File: config.mk
export PLATFORM = sky130hd
export DESIGN_NAME = keyboard_scancode_line_decoder
export DESIGN_NICKNAME = d
export VERILOG_FILES = /design/src/hdl/kslc_pkg.sv /design/src/hdl/keyboard_scancode_line_decoder.sv /design/src/hdl/kslc_decode.sv
export SDC_FILE = /design/constraint.sdc
export NUM_CORES = 1
export LEC_CHECK = 0
export ABC_AREA = 1
export CAP_MARGIN = 20
export CORE_MARGIN = 2
export CORE_UTILIZATION = 23
export CTS_CLUSTER_SIZE = 25
export DETAILED_ROUTE_END_ITERATION = 10
export DONT_BUFFER_PORTS = 1
export GPL_TIMING_DRIVEN = 0
export SLEW_MARGIN = 20
export SYNTH_ARGS = -nofsm -noshare
export SYNTH_HDL_FRONTEND = slang
export SYNTH_SLANG_ARGS = --single-unit
File: constraint.sdc
create_clock -name clk -period 6.1 [get_ports clk]
set_input_delay 0.915 -clock clk [delete_from_list [all_inputs] [get_ports clk]]
set_output_delay 0.915 -clock clk [all_outputs]
set_load 0.02 [all_outputs]
File: src/hdl/kslc_pkg.sv
// Shared types, scancode codes, action codes and the key table for the
// set-1 scancode line decoder. No dependencies.
package kslc_pkg;

	localparam int LINE_LENGTH_DEF    = 128;
	localparam int TERMINAL_COUNT_DEF = 3;

	localparam int SC_W     = 8;
	localparam int ACTION_W = 3;
	localparam int CHAR_W   = 8;
	localparam int COUNT_W  = 3;
	localparam int TERM_W   = 2;
	localparam int POS_W    = 7;
	localparam int LPOS_W   = 8;

	// Scancodes
	localparam logic [SC_W-1:0] SC_CAPS      = 8'h3A;
	localparam logic [SC_W-1:0] SC_LSHIFT    = 8'h2A;
	localparam logic [SC_W-1:0] SC_LSHIFT_UP = 8'hAA;
	localparam logic [SC_W-1:0] SC_RSHIFT    = 8'h36;
	localparam logic [SC_W-1:0] SC_RSHIFT_UP = 8'hB6;
	localparam logic [SC_W-1:0] SC_CTRL      = 8'h1D;
	localparam logic [SC_W-1:0] SC_CTRL_UP   = 8'h9D;
	localparam logic [SC_W-1:0] SC_ALT       = 8'h38;
	localparam logic [SC_W-1:0] SC_ALT_UP    = 8'hB8;
	localparam logic [SC_W-1:0] SC_SPACE     = 8'h39;
	localparam logic [SC_W-1:0] SC_TAB       = 8'h0F;
	localparam logic [SC_W-1:0] SC_BKSP      = 8'h0E;
	localparam logic [SC_W-1:0] SC_ENTER     = 8'h1C;
	localparam logic [SC_W-1:0] SC_F1        = 8'h3B;
	localparam logic [SC_W-1:0] SC_F2        = 8'h3C;
	localparam logic [SC_W-1:0] SC_F3        = 8'h3D;
	localparam logic [SC_W-1:0] KEY_FIRST    = 8'h02;
	localparam logic [SC_W-1:0] KEY_LAST     = 8'h35;

	localparam logic [SC_W-1:0] LETTER_ROW0_LO = 8'h10;
	localparam logic [SC_W-1:0] LETTER_ROW0_HI = 8'h19;
	localparam logic [SC_W-1:0] LETTER_ROW1_LO = 8'h1E;
	localparam logic [SC_W-1:0] LETTER_ROW1_HI = 8'h26;
	localparam logic [SC_W-1:0] LETTER_ROW2_LO = 8'h2C;
	localparam logic [SC_W-1:0] LETTER_ROW2_HI = 8'h32;

	// Action codes
	localparam logic [ACTION_W-1:0] ACT_NONE   = 3'd0;
	localparam logic [ACTION_W-1:0] ACT_CHAR   = 3'd1;
	localparam logic [ACTION_W-1:0] ACT_SPACES = 3'd2;
	localparam logic [ACTION_W-1:0] ACT_ERASE  = 3'd3;
	localparam logic [ACTION_W-1:0] ACT_EOL    = 3'd4;
	localparam logic [ACTION_W-1:0] ACT_CLEAR  = 3'd5;
	localparam logic [ACTION_W-1:0] ACT_SWITCH = 3'd6;
	localparam logic [ACTION_W-1:0] ACT_FULL   = 3'd7;

	localparam logic [CHAR_W-1:0] CH_SPACE   = 8'h20;
	localparam logic [CHAR_W-1:0] CH_NEWLINE = 8'h0A;
	localparam logic [CHAR_W-1:0] CH_L_LOWER = 8'h6C;
	localparam logic [CHAR_W-1:0] CH_L_UPPER = 8'h4C;

	localparam int KEY_HALF   = 52;
	localparam int KEY_ENTRIES = 2 * KEY_HALF;
	localparam int KIDX_W     = 7;
	localparam logic [COUNT_W-1:0] TAB_MAX = 3'd4;

	localparam logic [CHAR_W-1:0] KEYMAP [KEY_ENTRIES] = '{
		8'h31, 8'h32, 8'h33, 8'h34, 8'h35, 8'h36, 8'h37, 8'h38, 8'h39, 8'h30,
		8'h2D, 8'h3D, 8'h20, 8'h20,
		8'h71, 8'h77, 8'h65, 8'h72, 8'h74, 8'h79, 8'h75, 8'h69, 8'h6F, 8'h70,
		8'h5B, 8'h5D, 8'h20, 8'h20,
		8'h61, 8'h73, 8'h64, 8'h66, 8'h67, 8'h68, 8'h6A, 8'h6B, 8'h6C, 8'h3B,
		8'h27, 8'h60, 8'h20, 8'h5C,
		8'h7A, 8'h78, 8'h63, 8'h76, 8'h62, 8'h6E, 8'h6D, 8'h2C, 8'h2E, 8'h2F,
		8'h21, 8'h40, 8'h23, 8'h24, 8'h25, 8'h5E, 8'h26, 8'h2A, 8'h28, 8'h29,
		8'h5F, 8'h2B, 8'h20, 8'h20,
		8'h51, 8'h57, 8'h45, 8'h52, 8'h54, 8'h59, 8'h55, 8'h49, 8'h4F, 8'h50,
		8'h7B, 8'h7D, 8'h20, 8'h20,
		8'h41, 8'h53, 8'h44, 8'h46, 8'h47, 8'h48, 8'h4A, 8'h4B, 8'h4C, 8'h3A,
		8'h22, 8'h7E, 8'h20, 8'h7C,
		8'h5A, 8'h58, 8'h43, 8'h56, 8'h42, 8'h4E, 8'h4D, 8'h3C, 8'h3E, 8'h3F
	};

	typedef struct packed {
		logic lshift;
		logic rshift;
		logic ctrl;
		logic alt;
		logic caps;
	} kslc_flags_t;

	typedef struct packed {
		logic [ACTION_W-1:0] action;
		logic [CHAR_W-1:0]   character;
		logic [COUNT_W-1:0]  count;
		logic [TERM_W-1:0]   terminal;
		logic [POS_W-1:0]    position;
	} kslc_result_t;

	typedef struct packed {
		kslc_flags_t         flags;
		logic                term_we;
		logic [TERM_W-1:0]   term;
		logic [LPOS_W-1:0]   line_pos;
		logic [LPOS_W-1:0]   floor_pos;
	} kslc_update_t;

	function automatic logic [CHAR_W-1:0] keymap_lookup(input logic [KIDX_W-1:0] idx);
		logic [CHAR_W-1:0] ch;
		ch = '0;
		if (int'(idx) < KEY_ENTRIES)
			ch = KEYMAP[idx];
		return ch;
	endfunction

	function automatic logic is_letter(input logic [SC_W-1:0] sc);
		return (sc >= LETTER_ROW0_LO && sc <= LETTER_ROW0_HI) ||
		       (sc >= LETTER_ROW1_LO && sc <= LETTER_ROW1_HI) ||
		       (sc >= LETTER_ROW2_LO && sc <= LETTER_ROW2_HI);
	endfunction

endpackage

File: src/hdl/keyboard_scancode_line_decoder.sv
// Top level of the set-1 scancode line decoder: input register, state
// registers, result register. Depends on kslc_pkg and kslc_decode.
//
// Usage:
//   Scancode channel: scancode_valid / scancode_stall / scancode. One word is
//   taken at each rising edge with scancode_valid high and scancode_stall low.
//   Result channel: result_valid / result_stall with action, character,
//   count, terminal and position. Exactly one result word per scancode word,
//   in order.
//   Path: a scancode taken lands in the input register; its result is
//   registered as it moves on to the result register, and shown until taken.
//   Throughput: one scancode per cycle while the receiver does not stall,
//   with the single decode stage between the input and result registers.
//   Modifier flags, active terminal and per-terminal line position and erase
//   floor update at the edge where a word moves into the result register.
//   Reset (arst_n low, asynchronous): all flags, the active terminal and all
//   positions and floors go to zero; both register stages empty.
//   Receiver stall: the result holds; the input register keeps taking a word
//   until it is full, then scancode_stall rises.
module keyboard_scancode_line_decoder #(
	parameter int LINE_LENGTH    = kslc_pkg::LINE_LENGTH_DEF,
	parameter int TERMINAL_COUNT = kslc_pkg::TERMINAL_COUNT_DEF
) (
	input  logic                          clk,
	input  logic                          arst_n,
	input  logic                          scancode_valid,
	output logic                          scancode_stall,
	input  logic [kslc_pkg::SC_W-1:0]     scancode,
	output logic                          result_valid,
	input  logic                          result_stall,
	output logic [kslc_pkg::ACTION_W-1:0] action,
	output logic [kslc_pkg::CHAR_W-1:0]   character,
	output logic [kslc_pkg::COUNT_W-1:0]  count,
	output logic [kslc_pkg::TERM_W-1:0]   terminal,
	output logic [kslc_pkg::POS_W-1:0]    position
);
	import kslc_pkg::*;

	localparam int TIDX_W = (TERMINAL_COUNT > 1) ? $clog2(TERMINAL_COUNT) : 1;
	localparam logic [TERM_W-1:0] TC = TERM_W'(TERMINAL_COUNT);

	logic                sc_valid_s1;
	logic [SC_W-1:0]     sc_s1;
	logic                res_valid_s2;
	kslc_result_t        res_s2;

	kslc_flags_t         flags_q;
	logic [TERM_W-1:0]   active_q;
	logic [LPOS_W-1:0]   line_pos_q  [TERMINAL_COUNT];
	logic [LPOS_W-1:0]   floor_pos_q [TERMINAL_COUNT];

	logic                advance;
	logic [TERM_W-1:0]   term_cur;
	logic [TIDX_W-1:0]   t_idx;
	kslc_result_t        res_d;
	kslc_update_t        upd;

	assign advance        = sc_valid_s1 & (~res_valid_s2 | ~result_stall);
	assign scancode_stall = sc_valid_s1 & ~advance;

	// an out-of-range terminal value acts as terminal zero
	assign term_cur = (active_q < TC) ? active_q : '0;
	assign t_idx    = term_cur[TIDX_W-1:0];

	kslc_decode #(
		.LINE_LENGTH    (LINE_LENGTH),
		.TERMINAL_COUNT (TERMINAL_COUNT)
	) u_decode (
		.scancode  (sc_s1),
		.flags     (flags_q),
		.term      (term_cur),
		.line_pos  (line_pos_q[t_idx]),
		.floor_pos (floor_pos_q[t_idx]),
		.res       (res_d),
		.upd       (upd)
	);

	always_ff @(posedge clk or negedge arst_n) begin
		if (!arst_n) begin
			sc_valid_s1 <= 1'b0;
		end else if (!scancode_stall) begin
			sc_valid_s1 <= scancode_valid;
		end
	end

	always_ff @(posedge clk) begin
		if (!scancode_stall && scancode_valid) begin
			sc_s1 <= scancode;
		end
	end

	always_ff @(posedge clk or negedge arst_n) begin
		if (!arst_n) begin
			res_valid_s2 <= 1'b0;
		end else if (advance) begin
			res_valid_s2 <= 1'b1;
		end else if (!result_stall) begin
			res_valid_s2 <= 1'b0;
		end
	end

	always_ff @(posedge clk) begin
		if (advance) begin
			res_s2 <= res_d;
		end
	end

	always_ff @(posedge clk or negedge arst_n) begin
		if (!arst_n) begin
			flags_q  <= '0;
			active_q <= '0;
			for (int i = 0; i < TERMINAL_COUNT; i++) begin
				line_pos_q[i]  <= '0;
				floor_pos_q[i] <= '0;
			end
		end else if (advance) begin
			flags_q                <= upd.flags;
			line_pos_q[t_idx]      <= upd.line_pos;
			floor_pos_q[t_idx]     <= upd.floor_pos;
			if (upd.term_we) begin
				active_q <= upd.term;
			end
		end
	end

	assign result_valid = res_valid_s2;
	assign action       = res_s2.action;
	assign character    = res_s2.character;
	assign count        = res_s2.count;
	assign terminal     = res_s2.terminal;
	assign position     = res_s2.position;

`ifndef NO_ASSERTIONS
	a_term_range: assert property (@(posedge clk) disable iff (!arst_n)
		active_q < TC)
		else $error("active terminal out of range");

	a_pos_limit: assert property (@(posedge clk) disable iff (!arst_n)
		line_pos_q[t_idx] <= LPOS_W'(LINE_LENGTH))
		else $error("line position past line length");

	a_floor_below_pos: assert property (@(posedge clk) disable iff (!arst_n)
		floor_pos_q[t_idx] <= line_pos_q[t_idx])
		else $error("erase floor above line position");

	a_advance_fills: assert property (@(posedge clk) disable iff (!arst_n)
		advance |=> res_valid_s2)
		else $error("decoded word lost");

	a_count_range: assert property (@(posedge clk) disable iff (!arst_n)
		res_valid_s2 |-> res_s2.count <= TAB_MAX)
		else $error("result count above four");
`endif

endmodule

File: src/hdl/kslc_decode.sv
// Combinational decode of one scancode against the current modifier and line
// state: gives the result word and the next state. Depends on kslc_pkg.
module kslc_decode #(
	parameter int LINE_LENGTH    = kslc_pkg::LINE_LENGTH_DEF,
	parameter int TERMINAL_COUNT = kslc_pkg::TERMINAL_COUNT_DEF
) (
	input  logic [kslc_pkg::SC_W-1:0]   scancode,
	input  kslc_pkg::kslc_flags_t       flags,
	input  logic [kslc_pkg::TERM_W-1:0] term,
	input  logic [kslc_pkg::LPOS_W-1:0] line_pos,
	input  logic [kslc_pkg::LPOS_W-1:0] floor_pos,
	output kslc_pkg::kslc_result_t      res,
	output kslc_pkg::kslc_update_t      upd
);
	import kslc_pkg::*;

	localparam logic [LPOS_W-1:0] LL = LPOS_W'(LINE_LENGTH);
	localparam logic [TERM_W-1:0] TC = TERM_W'(TERMINAL_COUNT);

	logic                pos_ok;
	logic [LPOS_W-1:0]   room;
	logic [COUNT_W-1:0]  tab_n;
	logic [TERM_W-1:0]   sw_n;
	logic                shifted;
	logic [KIDX_W-1:0]   kidx;
	logic [CHAR_W-1:0]   ch;

	assign pos_ok = line_pos < LL;
	assign room   = LL - line_pos;
	assign tab_n  = (room >= LPOS_W'(TAB_MAX)) ? TAB_MAX : room[COUNT_W-1:0];
	assign sw_n   = TERM_W'(scancode - SC_F1);

	// caps flips case on letters only
	assign shifted = (flags.lshift | flags.rshift) ^ (flags.caps & is_letter(scancode));
	assign kidx    = KIDX_W'(scancode - KEY_FIRST) + (shifted ? KIDX_W'(KEY_HALF) : '0);
	assign ch      = keymap_lookup(kidx);

	always_comb begin
		res           = '{ACT_NONE, '0, '0, term, '0};
		upd.flags     = flags;
		upd.term_we   = 1'b0;
		upd.term      = term;
		upd.line_pos  = line_pos;
		upd.floor_pos = floor_pos;
		case (scancode)
			SC_CAPS:      upd.flags.caps   = ~flags.caps;
			SC_LSHIFT:    upd.flags.lshift = 1'b1;
			SC_LSHIFT_UP: upd.flags.lshift = 1'b0;
			SC_RSHIFT:    upd.flags.rshift = 1'b1;
			SC_RSHIFT_UP: upd.flags.rshift = 1'b0;
			SC_CTRL:      upd.flags.ctrl   = 1'b1;
			SC_CTRL_UP:   upd.flags.ctrl   = 1'b0;
			SC_ALT:       upd.flags.alt    = 1'b1;
			SC_ALT_UP:    upd.flags.alt    = 1'b0;
			SC_SPACE: begin
				if (pos_ok) begin
					upd.line_pos = line_pos + LPOS_W'(1);
					res = '{ACT_CHAR, CH_SPACE, COUNT_W'(1), term, line_pos[POS_W-1:0]};
				end else begin
					res = '{ACT_FULL, '0, '0, term, line_pos[POS_W-1:0]};
				end
			end
			SC_TAB: begin
				if (pos_ok) begin
					upd.line_pos = line_pos + LPOS_W'(tab_n);
					res = '{ACT_SPACES, CH_SPACE, tab_n, term, line_pos[POS_W-1:0]};
				end else begin
					res = '{ACT_FULL, '0, '0, term, line_pos[POS_W-1:0]};
				end
			end
			SC_BKSP: begin
				if (line_pos > floor_pos) begin
					upd.line_pos = line_pos - LPOS_W'(1);
					res = '{ACT_ERASE, '0, COUNT_W'(1), term, upd.line_pos[POS_W-1:0]};
				end
			end
			SC_ENTER: begin
				res = '{ACT_EOL, CH_NEWLINE, COUNT_W'(pos_ok), term, line_pos[POS_W-1:0]};
				upd.line_pos  = '0;
				upd.floor_pos = '0;
			end
			SC_F1, SC_F2, SC_F3: begin
				if (flags.alt && sw_n < TC && sw_n != term) begin
					upd.term_we = 1'b1;
					upd.term    = sw_n;
					res = '{ACT_SWITCH, '0, '0, sw_n, '0};
				end
			end
			default: begin
				if (scancode >= KEY_FIRST && scancode <= KEY_LAST) begin
					if (flags.ctrl && (ch == CH_L_LOWER || ch == CH_L_UPPER)) begin
						// floor moves up to the cursor; at zero both stay zero
						upd.floor_pos = line_pos;
						res = '{ACT_CLEAR, '0, '0, term, line_pos[POS_W-1:0]};
					end else if (pos_ok) begin
						upd.line_pos = line_pos + LPOS_W'(1);
						res = '{ACT_CHAR, ch, COUNT_W'(1), term, line_pos[POS_W-1:0]};
					end else begin
						res = '{ACT_FULL, '0, '0, term, line_pos[POS_W-1:0]};
					end
				end
			end
		endcase
	end

endmodule

==> results.env <==
CTS_INSERTED_BUFFERS=9
DRT_FIRST_ITER_VIOLATIONS=873
FIRST_GLOBAL_VIAS=6676
SYNTH.AVG_CELL_AREA_SQ_UM=6.91
ROUTEDWLPERCELL_UM=15.0
CP_CLASS='reg -> reg'
INSERTION_DELAY_NS=0.35
DIE_H_UM=182
ROUTED_VIA_DENSITY=4.85
POWER.DENSITY_mW_PER_MM2=304
WORSTPATHARRIVAL_NS=5.90
CTS_SETUP_BUFFERS=0
MAX_SLEW_MARGIN=0.316
CRIT_PATH_MAX_INCR_DELAY_NS=0.55
FILLERINSTANCES=3452
SYNTH-SEQ-AREA-SHARE=0.320
HOLD_PATH_CLASS='in -> async'
OUTCOME='completed'
SETUP_TNS_NS=0
CLOCK-SKEW-FINAL_NS=0.00960
GP_CONGESTION=0.934
POSTSYNTH.ASYNCRESETSHARE=0.655
P_LEAK_nW=4.03
ACHIEVABLE-FREQUENCY_GHz=0.178
PEAKVDDDROP_mV=0.126
GRT_MAX_DEGREE=58
WORST-R2R-SETUP-SLACK_NS=0.49
SLEW_VIOL_FINAL=0
LEVEL_COUNT_OF_THE_CLOCK_H_TREE=3
SYNTH_ENABLE_FLOP_CELLS=30
POST-LAYOUT-TOTAL-POWER_W=0.00247
CP_NUM_BUF_INV=6
YOSYS_WARNINGS=0
FINAL_HOLD_VIOL_COUNT=0
INITIAL_CORE_UTIL=0.232
CLK_PIN_SLEW_NS=0.07
CELL_AREA_AFTER_SYNTHESIS_SQ_MM=0.00728
CTS_ROOT_CELL='sky130_fd_sc_hd__clkbuf_16'
WORST_ENDPOINT_REQUIRED_TIME_NS=6.39
SYNTH_FF_TYPE='sky130_fd_sc_hd__dfrtp_1'
FINISH.NET_COUNT=1113
WORST-SLEW-PIN-TRANSITION_NS=1.02
DIE_X_UM=182
POST-DP-HPWL_MM=17.0
CLOCK_TREE_FROM_TRITONCTS='built'
CRIT_FANOUT=15
SLOWEST_STAGE='sky130_fd_sc_hd__edfxtp_1'
PRE_ANTENNA_DRT_ITERS=5
DRTANTENNAVIOLNETS=0
DRC=0
FINAL_CORE_UTIL=0.259
INITIAL_ANTENNA_VIOLATION_COUNT=2
POST_CTS.RESIZED_INSTANCES=0
DETAILROUTE.VIA_COUNT=7144
PLACEMENT_ROWS=65
DRIVE_GT1_FRAC=0.134
SYNTH.FF_LATCH_COUNT=87
CPLARGESTDELAYFAMILY='simple AND/OR/NAND/NOR gates'
CTS.PATH.MAX_BUFFERS=2
FINALWIRELENGTH_MM=22.2
PERIOD_MINUS_SLACK_NS=5.61
POST_ROUTE_CLOCK_PERIOD_UTILIZATION=0.919
LEADING_CELL_TYPE_IN_THE_LAYOUT_FILL_AND_TAPS_EXCLUDED='sky130_fd_sc_hd__nand2_1'
GRT_SETUP_UNREPAIRED='no'
TIMING.FINAL.SETUP_VIOLATIONS=0
MOST-COMMON-LAYOUT-CELLS='381 x sky130_fd_sc_hd__nand2_1, 89 x sky130_fd_sc_hd__inv_1, 85 x sky130_fd_sc_hd__nor2_1'
SYN-INSTANCE-COUNT=1053
CLOCK_SINKS=87
AGGREGATE_GLOBAL_ROUTE_RESOURCE_USAGE=0.135
CRITPATHMOSTFREQUENTCELL='sky130_fd_sc_hd__nand2_1'
IO_PINS=37
DESIGN.DIE.AREA_SQ_MM=0.0331
DRV.MAX_CAP_VIOLATION_COUNT=0
STARTPOINT_TYPE='register'
POSTCTSHOLDBUFS=0
OVERFLOW=0
SYN-NUM-NETS=1101
GRT_FIRST_PASS_WIRELENGTH_MM=36.0
CORE-AREA_SQ_MM=0.0314
CRIT_PATH_END_KIND='register'
PLACEMENT.IO_BUFFERS=0
FLOW.AREA_GROWTH_FROM_SYNTHESIS_PCT=11.6
YOSYS.CELL_TYPES.COUNT=58
-- flip-flops by register name (all words and copies together), names as in the netlist --
name,flops
action,3
active_q,2
character,7
count,3
flags_q,5
floor_pos_q,24
line_pos_q,24
position,7
result_valid,1
sc_s1,8
sc_valid_s1,1
terminal,2
-- cell usage after synthesis, types with 9 or more instances --
cell                       instances  share of area
sky130_fd_sc_hd__nand2_4          12          0.019
sky130_fd_sc_hd__ha_1             35          0.060
sky130_fd_sc_hd__nand3_1          74          0.051
sky130_fd_sc_hd__nand2_2          23          0.020
sky130_fd_sc_hd__nand2_1         381           0.20
sky130_fd_sc_hd__o21ai_0          40          0.028
sky130_fd_sc_hd__dfrtp_1          57           0.20
sky130_fd_sc_hd__a21oi_1          35          0.024
sky130_fd_sc_hd__nor3_1            9         0.0062
sky130_fd_sc_hd__inv_1            89          0.046
sky130_fd_sc_hd__inv_2            18         0.0093
sky130_fd_sc_hd__clkbuf_1         10         0.0052
sky130_fd_sc_hd__buf_2            14         0.0096
sky130_fd_sc_hd__edfxtp_1         30           0.12
sky130_fd_sc_hd__or2_2            16          0.014
sky130_fd_sc_hd__o211ai_1         15          0.015
sky130_fd_sc_hd__nor2_1           86          0.044
-- final timing paths --
kind | end | from | depth (start not counted)
min reg2reg | floor_pos_q[9] | floor_pos_q[9] | 2
max reg2reg | floor_pos_q[17] | sc_s1[1] | 32
min in group clk | floor_pos_q[9] | floor_pos_q[9] | 2
min | line_pos_q[12] | arst_n | 0
max | floor_pos_q[17] | sc_s1[1] | 32
max in group asynchronous | active_q[1] | arst_n | 0
-- final cells by class --
cell class	instances	area, sq um	share of cell area
flip-flops and latches	87	2330	0.287
plain buffers	28	145	0.0179
multi-input cells	825	4380	0.539
clock buffers	11	264	0.0325
diodes	1	2.50	0.000308
clock inverters	5	43.8	0.00539
inverters	113	437	0.0538
well taps	402	503	0.0620
repair buffers	1	20.0	0.00247
-- through the flow --
| step | area [sq um] | cells | hold slack, ns | setup WS [ns] |
|---|---|---|---|---|
| final | 8120 | 1473 | 0.253 | 0.494 |
| after global routing | 8120 | 1472 | 0.240 | 0.0960 |
| after CTS | 8120 | 1472 | 0.238 | 0.611 |
| after detailed placement | 7810 | 1456 | 0.458 | 0.637 |
| after global placement | 7780 | 1455 | 0.450 | 0.596 |
| after floorplan | 7280 | 1053 | 0.434 | 1.77 |
-- metal layers --
metal / vias up / part of all wire / global-route usage
met5: - / 0.00045 / 0
met4: 2 / 0.029 / 0.0565
met3: 46 / 0.069 / 0.0235
met2: 303 / 0.43 / 0.206
met1: 3337 / 0.47 / 0.189
li1: 3456 / - / -
-- report_power, final --
part	leakage, nW	switching, W	internal [W]	total, W
Combinational	2.82	0.000828	0.000346	0.00117
Clock	0.154	0.000256	0.000319	0.000575
Sequential	1.06	0.0000548	0.000668	0.000723
Total	4.03	0.00114	0.00133	0.00247
-- cells by family (layout without fill, tap and decap cells) --
| group | Yosys count | after routing | synth area share |
|---|---|---|---|
| xor+xnor | 9 | 9 | 0.0108 |
| buf+inv | 141 | 158 | 0.0799 |
| flops | 87 | 87 | 0.320 |
| other cells | 1 | 2 | 0.000515 |
| mux | 3 | 3 | 0.00464 |
| compound gates | 136 | 136 | 0.117 |
| fa+ha+maj | 36 | 36 | 0.0629 |
| simple gates | 640 | 640 | 0.404 |
No activity file was read; power rests on OpenSTA's default activity.
